File: config.mk
export PLATFORM = sky130hd
export DESIGN_NAME = cell_neighbourhood_enumerator_core
export DESIGN_NICKNAME = d
export VERILOG_FILES = /design/src/cne_pkg.sv /design/src/cne_front.sv /design/src/cne_fifo.sv /design/src/cne_back.sv /design/src/cell_neighbourhood_enumerator_core.sv
export SDC_FILE = /design/constraint.sdc
export NUM_CORES = 1
export LEC_CHECK = 0
export ABC_AREA = 1
export BUFFER_PORTS_ARGS = -buffer_cell sky130_fd_sc_hd__buf_2
export CORE_MARGIN = 3
export CORE_UTILIZATION = 58
export DETAILED_ROUTE_END_ITERATION = 6
export PLACE_DENSITY = 0.75
export SYNTH_ARGS = -nofsm -noshare
export SYNTH_HDL_FRONTEND = slang
export SYNTH_SLANG_ARGS = --single-unit
File: constraint.sdc
create_clock -name clk_i -period 24.7 [get_ports clk_i]
set_input_delay 3.705 -clock clk_i [delete_from_list [all_inputs] [get_ports clk_i]]
set_output_delay 3.705 -clock clk_i [all_outputs]
set_load 0.02 [all_outputs]
File: src/cne_pkg.sv
`timescale 1ns / 1ps
`default_nettype none

package cne_pkg;

  // Default upper bound on the number of cells in the grid.
  localparam int MaxCellsDef = 65536;

  // Every run of results has this many slots.
  localparam int Slots    = 27;
  localparam int SlotW    = $clog2(Slots);
  localparam logic [SlotW-1:0] LastSlot = SlotW'(Slots - 1);

  // Field widths.
  localparam int CellW  = 16;
  localparam int WallW  = 6;
  localparam int DimW   = 9;
  localparam int PlaneW = 2 * DimW;
  localparam int TotW   = 17;
  // Signed width that holds any candidate index without overflow.
  localparam int CandW  = 20;

  // Depth of the job queue between the front and the back.
  localparam int QDepth = 2;

  // Configuration register indexes.
  localparam logic [1:0] CfgCellsX = 2'd0;
  localparam logic [1:0] CfgCellsY = 2'd1;
  localparam logic [1:0] CfgTotal  = 2'd2;

  // Wall flag bit positions.
  localparam int WallBottom = 0;
  localparam int WallTop    = 1;
  localparam int WallLeft   = 2;
  localparam int WallRight  = 3;
  localparam int WallBack   = 4;
  localparam int WallFront  = 5;

  // Grid geometry as seen by the front and the back.
  typedef struct packed {
    logic [DimW-1:0]   nx;
    logic [PlaneW-1:0] plane;
    logic [TotW-1:0]   lim;
  } cne_geom_t;

  // One classified job: centre cell and the presence of each walk slot.
  typedef struct packed {
    logic [CellW-1:0] centre;
    logic [Slots-1:0] mask;
  } cne_job_t;

  // Walk position: plane, row and column, each coded 0..2.
  // Plane 0 is the current one, 1 the back and 2 the front plane.
  // Row and column code 0 means -1, 1 means 0 and 2 means +1.
  typedef struct packed {
    logic [1:0] p;
    logic [1:0] r;
    logic [1:0] c;
  } cne_pos_t;

  function automatic cne_pos_t cne_decode(logic [SlotW-1:0] k);
    cne_pos_t         pos;
    logic [SlotW-1:0] rem;
    logic [SlotW-1:0] crem;
    pos.p = (k >= SlotW'(18)) ? 2'd2 : (k >= SlotW'(9)) ? 2'd1 : 2'd0;
    rem   = k - ((pos.p == 2'd2) ? SlotW'(18) : (pos.p == 2'd1) ? SlotW'(9) : SlotW'(0));
    pos.r = (rem >= SlotW'(6)) ? 2'd2 : (rem >= SlotW'(3)) ? 2'd1 : 2'd0;
    crem  = rem - ((pos.r == 2'd2) ? SlotW'(6) : (pos.r == 2'd1) ? SlotW'(3) : SlotW'(0));
    pos.c = crem[1:0];
    return pos;
  endfunction

  function automatic logic cne_walled(logic [SlotW-1:0] k, logic [WallW-1:0] w);
    cne_pos_t pos;
    pos = cne_decode(k);
    return (pos.p == 2'd1 && w[WallBack])  || (pos.p == 2'd2 && w[WallFront]) ||
           (pos.r == 2'd0 && w[WallBottom]) || (pos.r == 2'd2 && w[WallTop])  ||
           (pos.c == 2'd0 && w[WallLeft])   || (pos.c == 2'd2 && w[WallRight]);
  endfunction

  function automatic logic signed [CandW-1:0] cne_cand(logic [CellW-1:0]  centre,
                                                       logic [SlotW-1:0]  k,
                                                       logic [DimW-1:0]   nx,
                                                       logic [PlaneW-1:0] plane);
    cne_pos_t                pos;
    logic signed [CandW-1:0] base;
    logic signed [CandW-1:0] roff;
    logic signed [CandW-1:0] coff;
    logic signed [CandW-1:0] poff;
    pos  = cne_decode(k);
    base = $signed({{(CandW - CellW){1'b0}}, centre});
    case (pos.r)
      2'd0:    roff = -$signed({{(CandW - DimW){1'b0}}, nx});
      2'd2:    roff = $signed({{(CandW - DimW){1'b0}}, nx});
      default: roff = '0;
    endcase
    case (pos.c)
      2'd0:    coff = {CandW{1'b1}};
      2'd2:    coff = CandW'(1);
      default: coff = '0;
    endcase
    case (pos.p)
      2'd1:    poff = $signed({{(CandW - PlaneW){1'b0}}, plane});
      2'd2:    poff = -$signed({{(CandW - PlaneW){1'b0}}, plane});
      default: poff = '0;
    endcase
    return base + roff + coff + poff;
  endfunction

endpackage

`default_nettype wire

File: src/cne_front.sv
`timescale 1ns / 1ps
`default_nettype none

module cne_front (
  input  wire logic                        clk_i,
  input  wire logic                        rst_ni,
  input  wire cne_pkg::cne_geom_t          geom_i,
  input  wire logic                        in_valid_i,
  output logic                             in_ready_o,
  input  wire logic [cne_pkg::CellW-1:0]   cell_id_i,
  input  wire logic [cne_pkg::WallW-1:0]   wall_flags_i,
  output logic                             push_valid_o,
  input  wire logic                        push_ready_i,
  output cne_pkg::cne_job_t                push_data_o
);

  logic                             busy_q;
  logic [cne_pkg::SlotW-1:0]        k_q;
  logic [cne_pkg::CellW-1:0]        centre_q;
  logic [cne_pkg::WallW-1:0]        wall_q;
  logic [cne_pkg::Slots-1:0]        mask_q;
  logic signed [cne_pkg::CandW-1:0] cand;
  logic                             pres;
  logic                             accept;
  logic                             push_fire;

  // One walk slot is classified per cycle, holding at the last until the job is pushed.
  always_comb begin
    cand = cne_pkg::cne_cand(centre_q, k_q, geom_i.nx, geom_i.plane);
    pres = !cne_pkg::cne_walled(k_q, wall_q) && !cand[cne_pkg::CandW-1] &&
           (cand < $signed({{(cne_pkg::CandW - cne_pkg::TotW){1'b0}}, geom_i.lim}));
  end

  assign push_valid_o       = busy_q && (k_q == cne_pkg::LastSlot);
  assign push_data_o.centre = centre_q;
  assign push_data_o.mask   = {pres, mask_q[cne_pkg::Slots-2:0]};
  assign push_fire          = push_valid_o && push_ready_i;
  assign in_ready_o         = !busy_q || push_fire;
  assign accept             = in_valid_i && in_ready_o;

  always_ff @(posedge clk_i or negedge rst_ni) begin
    if (!rst_ni) begin
      busy_q <= 1'b0;
      k_q    <= '0;
    end else if (accept) begin
      busy_q <= 1'b1;
      k_q    <= '0;
    end else if (push_fire) begin
      busy_q <= 1'b0;
    end else if (busy_q && k_q != cne_pkg::LastSlot) begin
      k_q <= k_q + 1'b1;
    end
  end

  always_ff @(posedge clk_i) begin
    if (accept) begin
      centre_q <= cell_id_i;
      wall_q   <= wall_flags_i;
    end
    if (busy_q) begin
      mask_q[k_q] <= pres;
    end
  end

endmodule

`default_nettype wire

File: src/cne_fifo.sv
`timescale 1ns / 1ps
`default_nettype none

module cne_fifo (
  input  wire logic              clk_i,
  input  wire logic              rst_ni,
  input  wire logic              push_valid_i,
  output logic                   push_ready_o,
  input  wire cne_pkg::cne_job_t push_data_i,
  output logic                   pop_valid_o,
  input  wire logic              pop_ready_i,
  output cne_pkg::cne_job_t      pop_data_o
);

  localparam int PtrW = (cne_pkg::QDepth > 1) ? $clog2(cne_pkg::QDepth) : 1;
  localparam int CntW = $clog2(cne_pkg::QDepth + 1);

  cne_pkg::cne_job_t mem_q [cne_pkg::QDepth];
  logic [PtrW-1:0]   wr_ptr_q;
  logic [PtrW-1:0]   rd_ptr_q;
  logic [CntW-1:0]   cnt_q;
  logic              push;
  logic              pop;

  assign push_ready_o = (cnt_q != CntW'(cne_pkg::QDepth));
  assign pop_valid_o  = (cnt_q != '0);
  assign pop_data_o   = mem_q[rd_ptr_q];
  assign push         = push_valid_i && push_ready_o;
  assign pop          = pop_valid_o && pop_ready_i;

  always_ff @(posedge clk_i or negedge rst_ni) begin
    if (!rst_ni) begin
      wr_ptr_q <= '0;
      rd_ptr_q <= '0;
      cnt_q    <= '0;
    end else begin
      if (push) begin
        wr_ptr_q <= (wr_ptr_q == PtrW'(cne_pkg::QDepth - 1)) ? '0 : wr_ptr_q + 1'b1;
      end
      if (pop) begin
        rd_ptr_q <= (rd_ptr_q == PtrW'(cne_pkg::QDepth - 1)) ? '0 : rd_ptr_q + 1'b1;
      end
      if (push && !pop) begin
        cnt_q <= cnt_q + 1'b1;
      end else if (pop && !push) begin
        cnt_q <= cnt_q - 1'b1;
      end
    end
  end

  always_ff @(posedge clk_i) begin
    if (push) begin
      mem_q[wr_ptr_q] <= push_data_i;
    end
  end

endmodule

`default_nettype wire

File: src/cne_back.sv
`timescale 1ns / 1ps
`default_nettype none

module cne_back (
  input  wire logic                      clk_i,
  input  wire logic                      rst_ni,
  input  wire cne_pkg::cne_geom_t        geom_i,
  input  wire logic                      job_valid_i,
  output logic                           job_ready_o,
  input  wire cne_pkg::cne_job_t         job_i,
  output logic                           out_valid_o,
  input  wire logic                      out_ready_i,
  output logic [cne_pkg::CellW-1:0]      neighbour_cell_o,
  output logic                           present_o,
  output logic                           last_o
);

  logic                             out_valid_q;
  logic [cne_pkg::CellW-1:0]        cell_q;
  logic                             present_q;
  logic                             last_q;
  logic [cne_pkg::SlotW-1:0]        cnt_q;
  logic [cne_pkg::Slots-1:0]        done_q;
  logic [cne_pkg::Slots-1:0]        eff;
  logic [cne_pkg::SlotW-1:0]        sel;
  logic                             any;
  logic                             load;
  logic                             is_last;
  logic signed [cne_pkg::CandW-1:0] cand;

  // Slots already emitted are masked off; the lowest remaining one goes next.
  always_comb begin
    eff = job_i.mask & ~done_q;
    any = (eff != '0);
    sel = '0;
    for (int i = cne_pkg::Slots - 1; i >= 0; i--) begin
      if (eff[i]) begin
        sel = cne_pkg::SlotW'(i);
      end
    end
    cand = cne_pkg::cne_cand(job_i.centre, sel, geom_i.nx, geom_i.plane);
  end

  assign is_last     = (cnt_q == cne_pkg::LastSlot);
  assign load        = job_valid_i && (!out_valid_q || out_ready_i);
  assign job_ready_o = load && is_last;

  always_ff @(posedge clk_i or negedge rst_ni) begin
    if (!rst_ni) begin
      out_valid_q <= 1'b0;
      cnt_q       <= '0;
      done_q      <= '0;
    end else begin
      if (load) begin
        out_valid_q <= 1'b1;
      end else if (out_ready_i) begin
        out_valid_q <= 1'b0;
      end
      if (load) begin
        if (is_last) begin
          cnt_q  <= '0;
          done_q <= '0;
        end else begin
          cnt_q <= cnt_q + 1'b1;
          if (any) begin
            done_q[sel] <= 1'b1;
          end
        end
      end
    end
  end

  always_ff @(posedge clk_i) begin
    if (load) begin
      cell_q    <= any ? cand[cne_pkg::CellW-1:0] : '0;
      present_q <= any;
      last_q    <= is_last;
    end
  end

  assign out_valid_o      = out_valid_q;
  assign neighbour_cell_o = cell_q;
  assign present_o        = present_q;
  assign last_o           = last_q;

  // Padding slots never carry an index.
  a_pad_zero: assert property (@(posedge clk_i) disable iff (!rst_ni)
    out_valid_o && !present_o |-> neighbour_cell_o == '0)
    else $error("padding result with nonzero index");

  // Once padding starts in a run, no present neighbour follows before the end.
  a_pad_order: assert property (@(posedge clk_i) disable iff (!rst_ni)
    out_valid_o && out_ready_i && !present_o && !last_o |=> !(out_valid_o && present_o))
    else $error("present neighbour after padding");

  // A job leaves the queue only together with its final result.
  a_pop_last: assert property (@(posedge clk_i) disable iff (!rst_ni)
    job_ready_o |=> out_valid_o && last_o && cnt_q == '0)
    else $error("job released before its last slot");

endmodule

`default_nettype wire

File: src/cell_neighbourhood_enumerator_core.sv
`timescale 1ns / 1ps
`default_nettype none

// Flow: the front classifies an accepted item's walk slots one per cycle, holding the
// last slot while the job queue is full; the job then passes through the queue to the
// back, whose output register presents the item's results one after another.
// Throughput is bounded by the 27 results per item that leave through the single result
// port and by the front's walk, which takes a new item only as it pushes the last job.
// Reset: geometry returns to 16 x 16 cells and 4096 total, the job queue empties.

module cell_neighbourhood_enumerator_core #(
  parameter int MAX_CELLS = cne_pkg::MaxCellsDef
) (
  input  wire logic                      clk_i,
  input  wire logic                      rst_ni,
  input  wire logic                      cfg_we_i,
  input  wire logic [1:0]                cfg_addr_i,
  input  wire logic [cne_pkg::TotW-1:0]  cfg_wdata_i,
  input  wire logic                      in_valid_i,
  output logic                           in_ready_o,
  input  wire logic [cne_pkg::CellW-1:0] cell_id_i,
  input  wire logic [cne_pkg::WallW-1:0] wall_flags_i,
  output logic                           out_valid_o,
  input  wire logic                      out_ready_i,
  output logic [cne_pkg::CellW-1:0]      neighbour_cell_o,
  output logic                           present_o,
  output logic                           last_o
);

  // The largest index limit that still keeps every listed cell within 16 bits.
  localparam int CapLim = (MAX_CELLS < 65536) ? MAX_CELLS : 65536;

  logic [cne_pkg::DimW-1:0]   cells_x_q;
  logic [cne_pkg::DimW-1:0]   cells_y_q;
  logic [cne_pkg::TotW-1:0]   total_q;
  logic [cne_pkg::PlaneW-1:0] plane_q;
  logic [cne_pkg::TotW-1:0]   lim_q;
  logic [cne_pkg::TotW-1:0]   lim_d;
  cne_pkg::cne_geom_t         geom;

  logic                       push_valid;
  logic                       push_ready;
  cne_pkg::cne_job_t          push_data;
  logic                       job_valid;
  logic                       job_ready;
  cne_pkg::cne_job_t          job;

  // Configuration registers. Writes must arrive only while the block is idle; the block
  // does not enforce this. Derived plane size and index limit are registered from them.
  always_ff @(posedge clk_i or negedge rst_ni) begin
    if (!rst_ni) begin
      cells_x_q <= cne_pkg::DimW'(16);
      cells_y_q <= cne_pkg::DimW'(16);
      total_q   <= cne_pkg::TotW'(4096);
    end else if (cfg_we_i) begin
      case (cfg_addr_i)
        cne_pkg::CfgCellsX: cells_x_q <= cfg_wdata_i[cne_pkg::DimW-1:0];
        cne_pkg::CfgCellsY: cells_y_q <= cfg_wdata_i[cne_pkg::DimW-1:0];
        cne_pkg::CfgTotal:  total_q   <= cfg_wdata_i;
        default: ;
      endcase
    end
  end

  // The limit saturates so that no listed index needs more than 16 bits.
  assign lim_d = (total_q > cne_pkg::TotW'(CapLim)) ? cne_pkg::TotW'(CapLim) : total_q;

  always_ff @(posedge clk_i or negedge rst_ni) begin
    if (!rst_ni) begin
      plane_q <= cne_pkg::PlaneW'(256);
      lim_q   <= cne_pkg::TotW'(4096);
    end else begin
      plane_q <= {{cne_pkg::DimW{1'b0}}, cells_x_q} * {{cne_pkg::DimW{1'b0}}, cells_y_q};
      lim_q   <= lim_d;
    end
  end

  assign geom.nx    = cells_x_q;
  assign geom.plane = plane_q;
  assign geom.lim   = lim_q;

  // Front: takes an item and classifies all 27 walk slots into a presence mask.
  cne_front u_front (
    .clk_i        (clk_i),
    .rst_ni       (rst_ni),
    .geom_i       (geom),
    .in_valid_i   (in_valid_i),
    .in_ready_o   (in_ready_o),
    .cell_id_i    (cell_id_i),
    .wall_flags_i (wall_flags_i),
    .push_valid_o (push_valid),
    .push_ready_i (push_ready),
    .push_data_o  (push_data)
  );

  // Short queue so the front can classify the next item while results drain.
  cne_fifo u_fifo (
    .clk_i        (clk_i),
    .rst_ni       (rst_ni),
    .push_valid_i (push_valid),
    .push_ready_o (push_ready),
    .push_data_i  (push_data),
    .pop_valid_o  (job_valid),
    .pop_ready_i  (job_ready),
    .pop_data_o   (job)
  );

  // Back: emits present neighbours in walk order, then padding, 27 in all.
  cne_back u_back (
    .clk_i            (clk_i),
    .rst_ni           (rst_ni),
    .geom_i           (geom),
    .job_valid_i      (job_valid),
    .job_ready_o      (job_ready),
    .job_i            (job),
    .out_valid_o      (out_valid_o),
    .out_ready_i      (out_ready_i),
    .neighbour_cell_o (neighbour_cell_o),
    .present_o        (present_o),
    .last_o           (last_o)
  );

endmodule

`default_nettype wire

==> impl_results.md <==
* Crit path top cell by count: a21oi_1
* Initial DRC count at 962
* CP Class: reg2reg
* Reg2reg start: u_front.k_q[2]$_DFFE_PN0P_
* # DRC at 0
* Slowest CP cell: a21oi_1
* Register-to-Register Path Depth at 43
* # nets final at 2218
* F_max at 0.0970 GHz
* Async S/R FF share, synth at 0.426
* Largest net degree at the start of global routing at 76
* Synthesized area at 17500 um^2
* I/O Pins at 66
* Setup bufs post-CTS at 0
* Setup-failing EPs final at 0
* Full die area at 32300 um^2
* Seq/Total Area, Yosys at 0.423
* Min-Delay Endpoint: lim_q[16]$_DFF_PN0_
* Die Ht at 180 um
* R2R setup slack at 14.40 ns
* Period utilisation layout at 0.417
* Worst reg2reg endpoint: u_front.mask_q[11]$_DFFE_PP_
* Hold crit path type: reg2reg
* GRT overflow at 0
* Max Slew Vio Count at 0
* Crit path capture type: flop
* Detail Placement HPWL at 30.3 mm
* Yosys reg bits at 265
* Yosys cell types at 54
* Most frequent cells in the layout: inv_1 (420), nand2_1 (304), nor2_1 (174)
* Starting Density at 0.598
* Crit path required time at 25.05 ns
* CTS sink count at 265
* Setup TNS at 0 ns
* Hold Buf Count CTS at 0
* Mapped Cells at 1892
* H-tree levels at 1
* Worst-margin pin slew at 1.11 ns
* Ys Warns at 0
* Post-synth EDFFs at 152
* Overall Global Routing Usage at 0.253
* PortBufs at 65
* Number of global-route vias before repair at 12700
* First-pass GRT wire length at 66.0 mm
* RSZ-0062 raised after global routing: no
* DR pass1 iterations at 5
* Initial antenna violation count at 0
* Clock Latency Late Sink at 0.55 ns
* CTS Buf Count at 28
* Slew margin rel. at 0.258
* Worst setup SP type: flop
* CP max stage delay at 0.73 ns
* Synth-to-Final Area Change at 9.22%
* Crit-path max FO at 28
* Post-route ant nets at 0
* Synth Flop Type: edfxtp_1
* Post-CTS Resized at 0
* Clock Skew at 0.0170 ns
* Min-delay src: total_q[16]$_DFFE_PN0P_
* Drt total wl at 40.2 mm
* Core Rows at 62
* Status: completed
* Commonest non-fill, non-tap cell in the layout: inv_1
* Vias per cell at 5.38
* WL/cell at 17.1 um
* CTS tree: built
* Via count at 12600
* Die width at 180 um
* Core footprint at 29200 um^2
* Worst EP arrival at 10.66 ns
* Longest Clk Path Bufs at 3
* Clock slew at reported path FFs at 0.06 ns
* GPL Wtd Cong at 0.958
* Root buffer cell: clkbuf_16
* Syn_nets at 2163
* Max_cap viols at 0
* Fin crit period at 10.30 ns
* Hold depth at 0
* Layout cells sized above 1 at 0.0828
* Hold Vio Cnt, Final at 0
* Syn avg cell area at 9.25 um^2
* # diodes at 0
## critical path: cells and delay by family, from the launching register on
kind                       cells  cell delay [ns]
AOI/OAI and AO/OA             13             2.76
xor gates and xnor gates       4             0.52
adders and majority gates      7             2.47
buffers and inverters          7             1.63
DFF                            1             0.47
and+or+nand+nor               12             2.28
## registers in the layout (all words and copies together), names as in the netlist, 2 cells and up
signal,cells
u_fifo.mem_q,86
lim_q,17
u_back.cnt_q,5
u_front.k_q,5
u_fifo.cnt_q,2
u_back.done_q,27
cells_y_q,9
u_front.wall_q,6
total_q,17
plane_q,18
cells_x_q,9
u_front.mask_q,26
u_front.centre_q,16
u_back.neighbour_cell_o,16
## layout make-up
type	count	area, um^2
fill	2382	10100
inverter	426	1600
clock inverter	9	134
sequential	265	7400
multi-input combinational	1153	8270
tap	384	480
clock buffer	43	838
timing repair buffer	73	388
## through the flow
step           std cells  hold slack (ns)  utilization  area (um^2)  worst slack [ns]
6_report            2353            0.398        0.654        19100             14.40
4_1_cts             2353            0.398        0.654        19100             14.37
5_1_grt             2353            0.419        0.654        19100             13.27
3_3_place_gp        2301            0.383        0.620        18100             14.90
3_5_place_dp        2301            0.383        0.620        18100             14.42
2_1_floorplan       1892            0.421            -        17500             14.63
## synth_stat cells (all sizes together) (2+ instances only)
cell type    n  area share
a21oi      109       0.032
or2          3      0.0011
ha         121       0.087
nor4         7      0.0025
nand2      312       0.069
mux2i        9      0.0051
nor3        11      0.0034
clkbuf      34      0.0073
nand3       38       0.011
o22ai       45       0.016
fa         104        0.12
o21bai       8      0.0034
nand4        3      0.0011
edfxtp     152        0.26
xor2        59       0.030
o31ai        2     0.00086
dfstp        5      0.0075
nor2       185       0.042
nand3b       2     0.00086
o21ai       96       0.029
buf         14      0.0068
o21a         2     0.00086
dfrtp      108        0.15
xnor2       16      0.0080
a21o        10      0.0043
inv        426       0.092
## routing by layer
layer  routed length (um)  track usage  vias up
li1                     -            -     6068
met1                17500        0.367     6061
met2                18000        0.396      445
met3                 3390       0.0451       75
met4                 1310       0.0739        0
met5                    0            0        -
## cell families (layout without fill, tap and decap cells)
group / Yosys count / in the layout / synth area share
adders and majority gates: 225 / 225 / 0.205
xor gates and xnor gates: 75 / 75 / 0.0384
and+or+nand+nor: 563 / 563 / 0.132
DFF: 265 / 265 / 0.423
muxes: 9 / 9 / 0.00515
buffers and inverters: 474 / 551 / 0.106
AOI/OAI and AO/OA: 281 / 281 / 0.0911
## worst max-delay path by stage
stage / startpoint / to / slack, ns / cells past startpoint
after detailed placement: u_front.k_q[2]$_DFFE_PN0P_ / u_fifo.mem_q[1][26]$_DFFE_PP_ / 14.42 / 44
after global placement: u_front.k_q[2]$_DFFE_PN0P_ / u_fifo.mem_q[0][26]$_DFFE_PP_ / 14.90 / 44
after floorplan: u_front.k_q[2]$_DFFE_PN0P_ / u_fifo.mem_q[0][26]$_DFFE_PP_ / 14.63 / 46
after global routing: u_front.k_q[2]$_DFFE_PN0P_ / u_front.mask_q[11]$_DFFE_PP_ / 13.27 / 44
final: u_front.k_q[2]$_DFFE_PN0P_ / u_front.mask_q[11]$_DFFE_PP_ / 14.40 / 43
after CTS: u_front.k_q[2]$_DFFE_PN0P_ / u_front.mask_q[10]$_DFFE_PP_ / 14.37 / 44
Power is not shown: default switching activity piles up to over one toggle a cycle in this logic, so the estimate is an artifact.
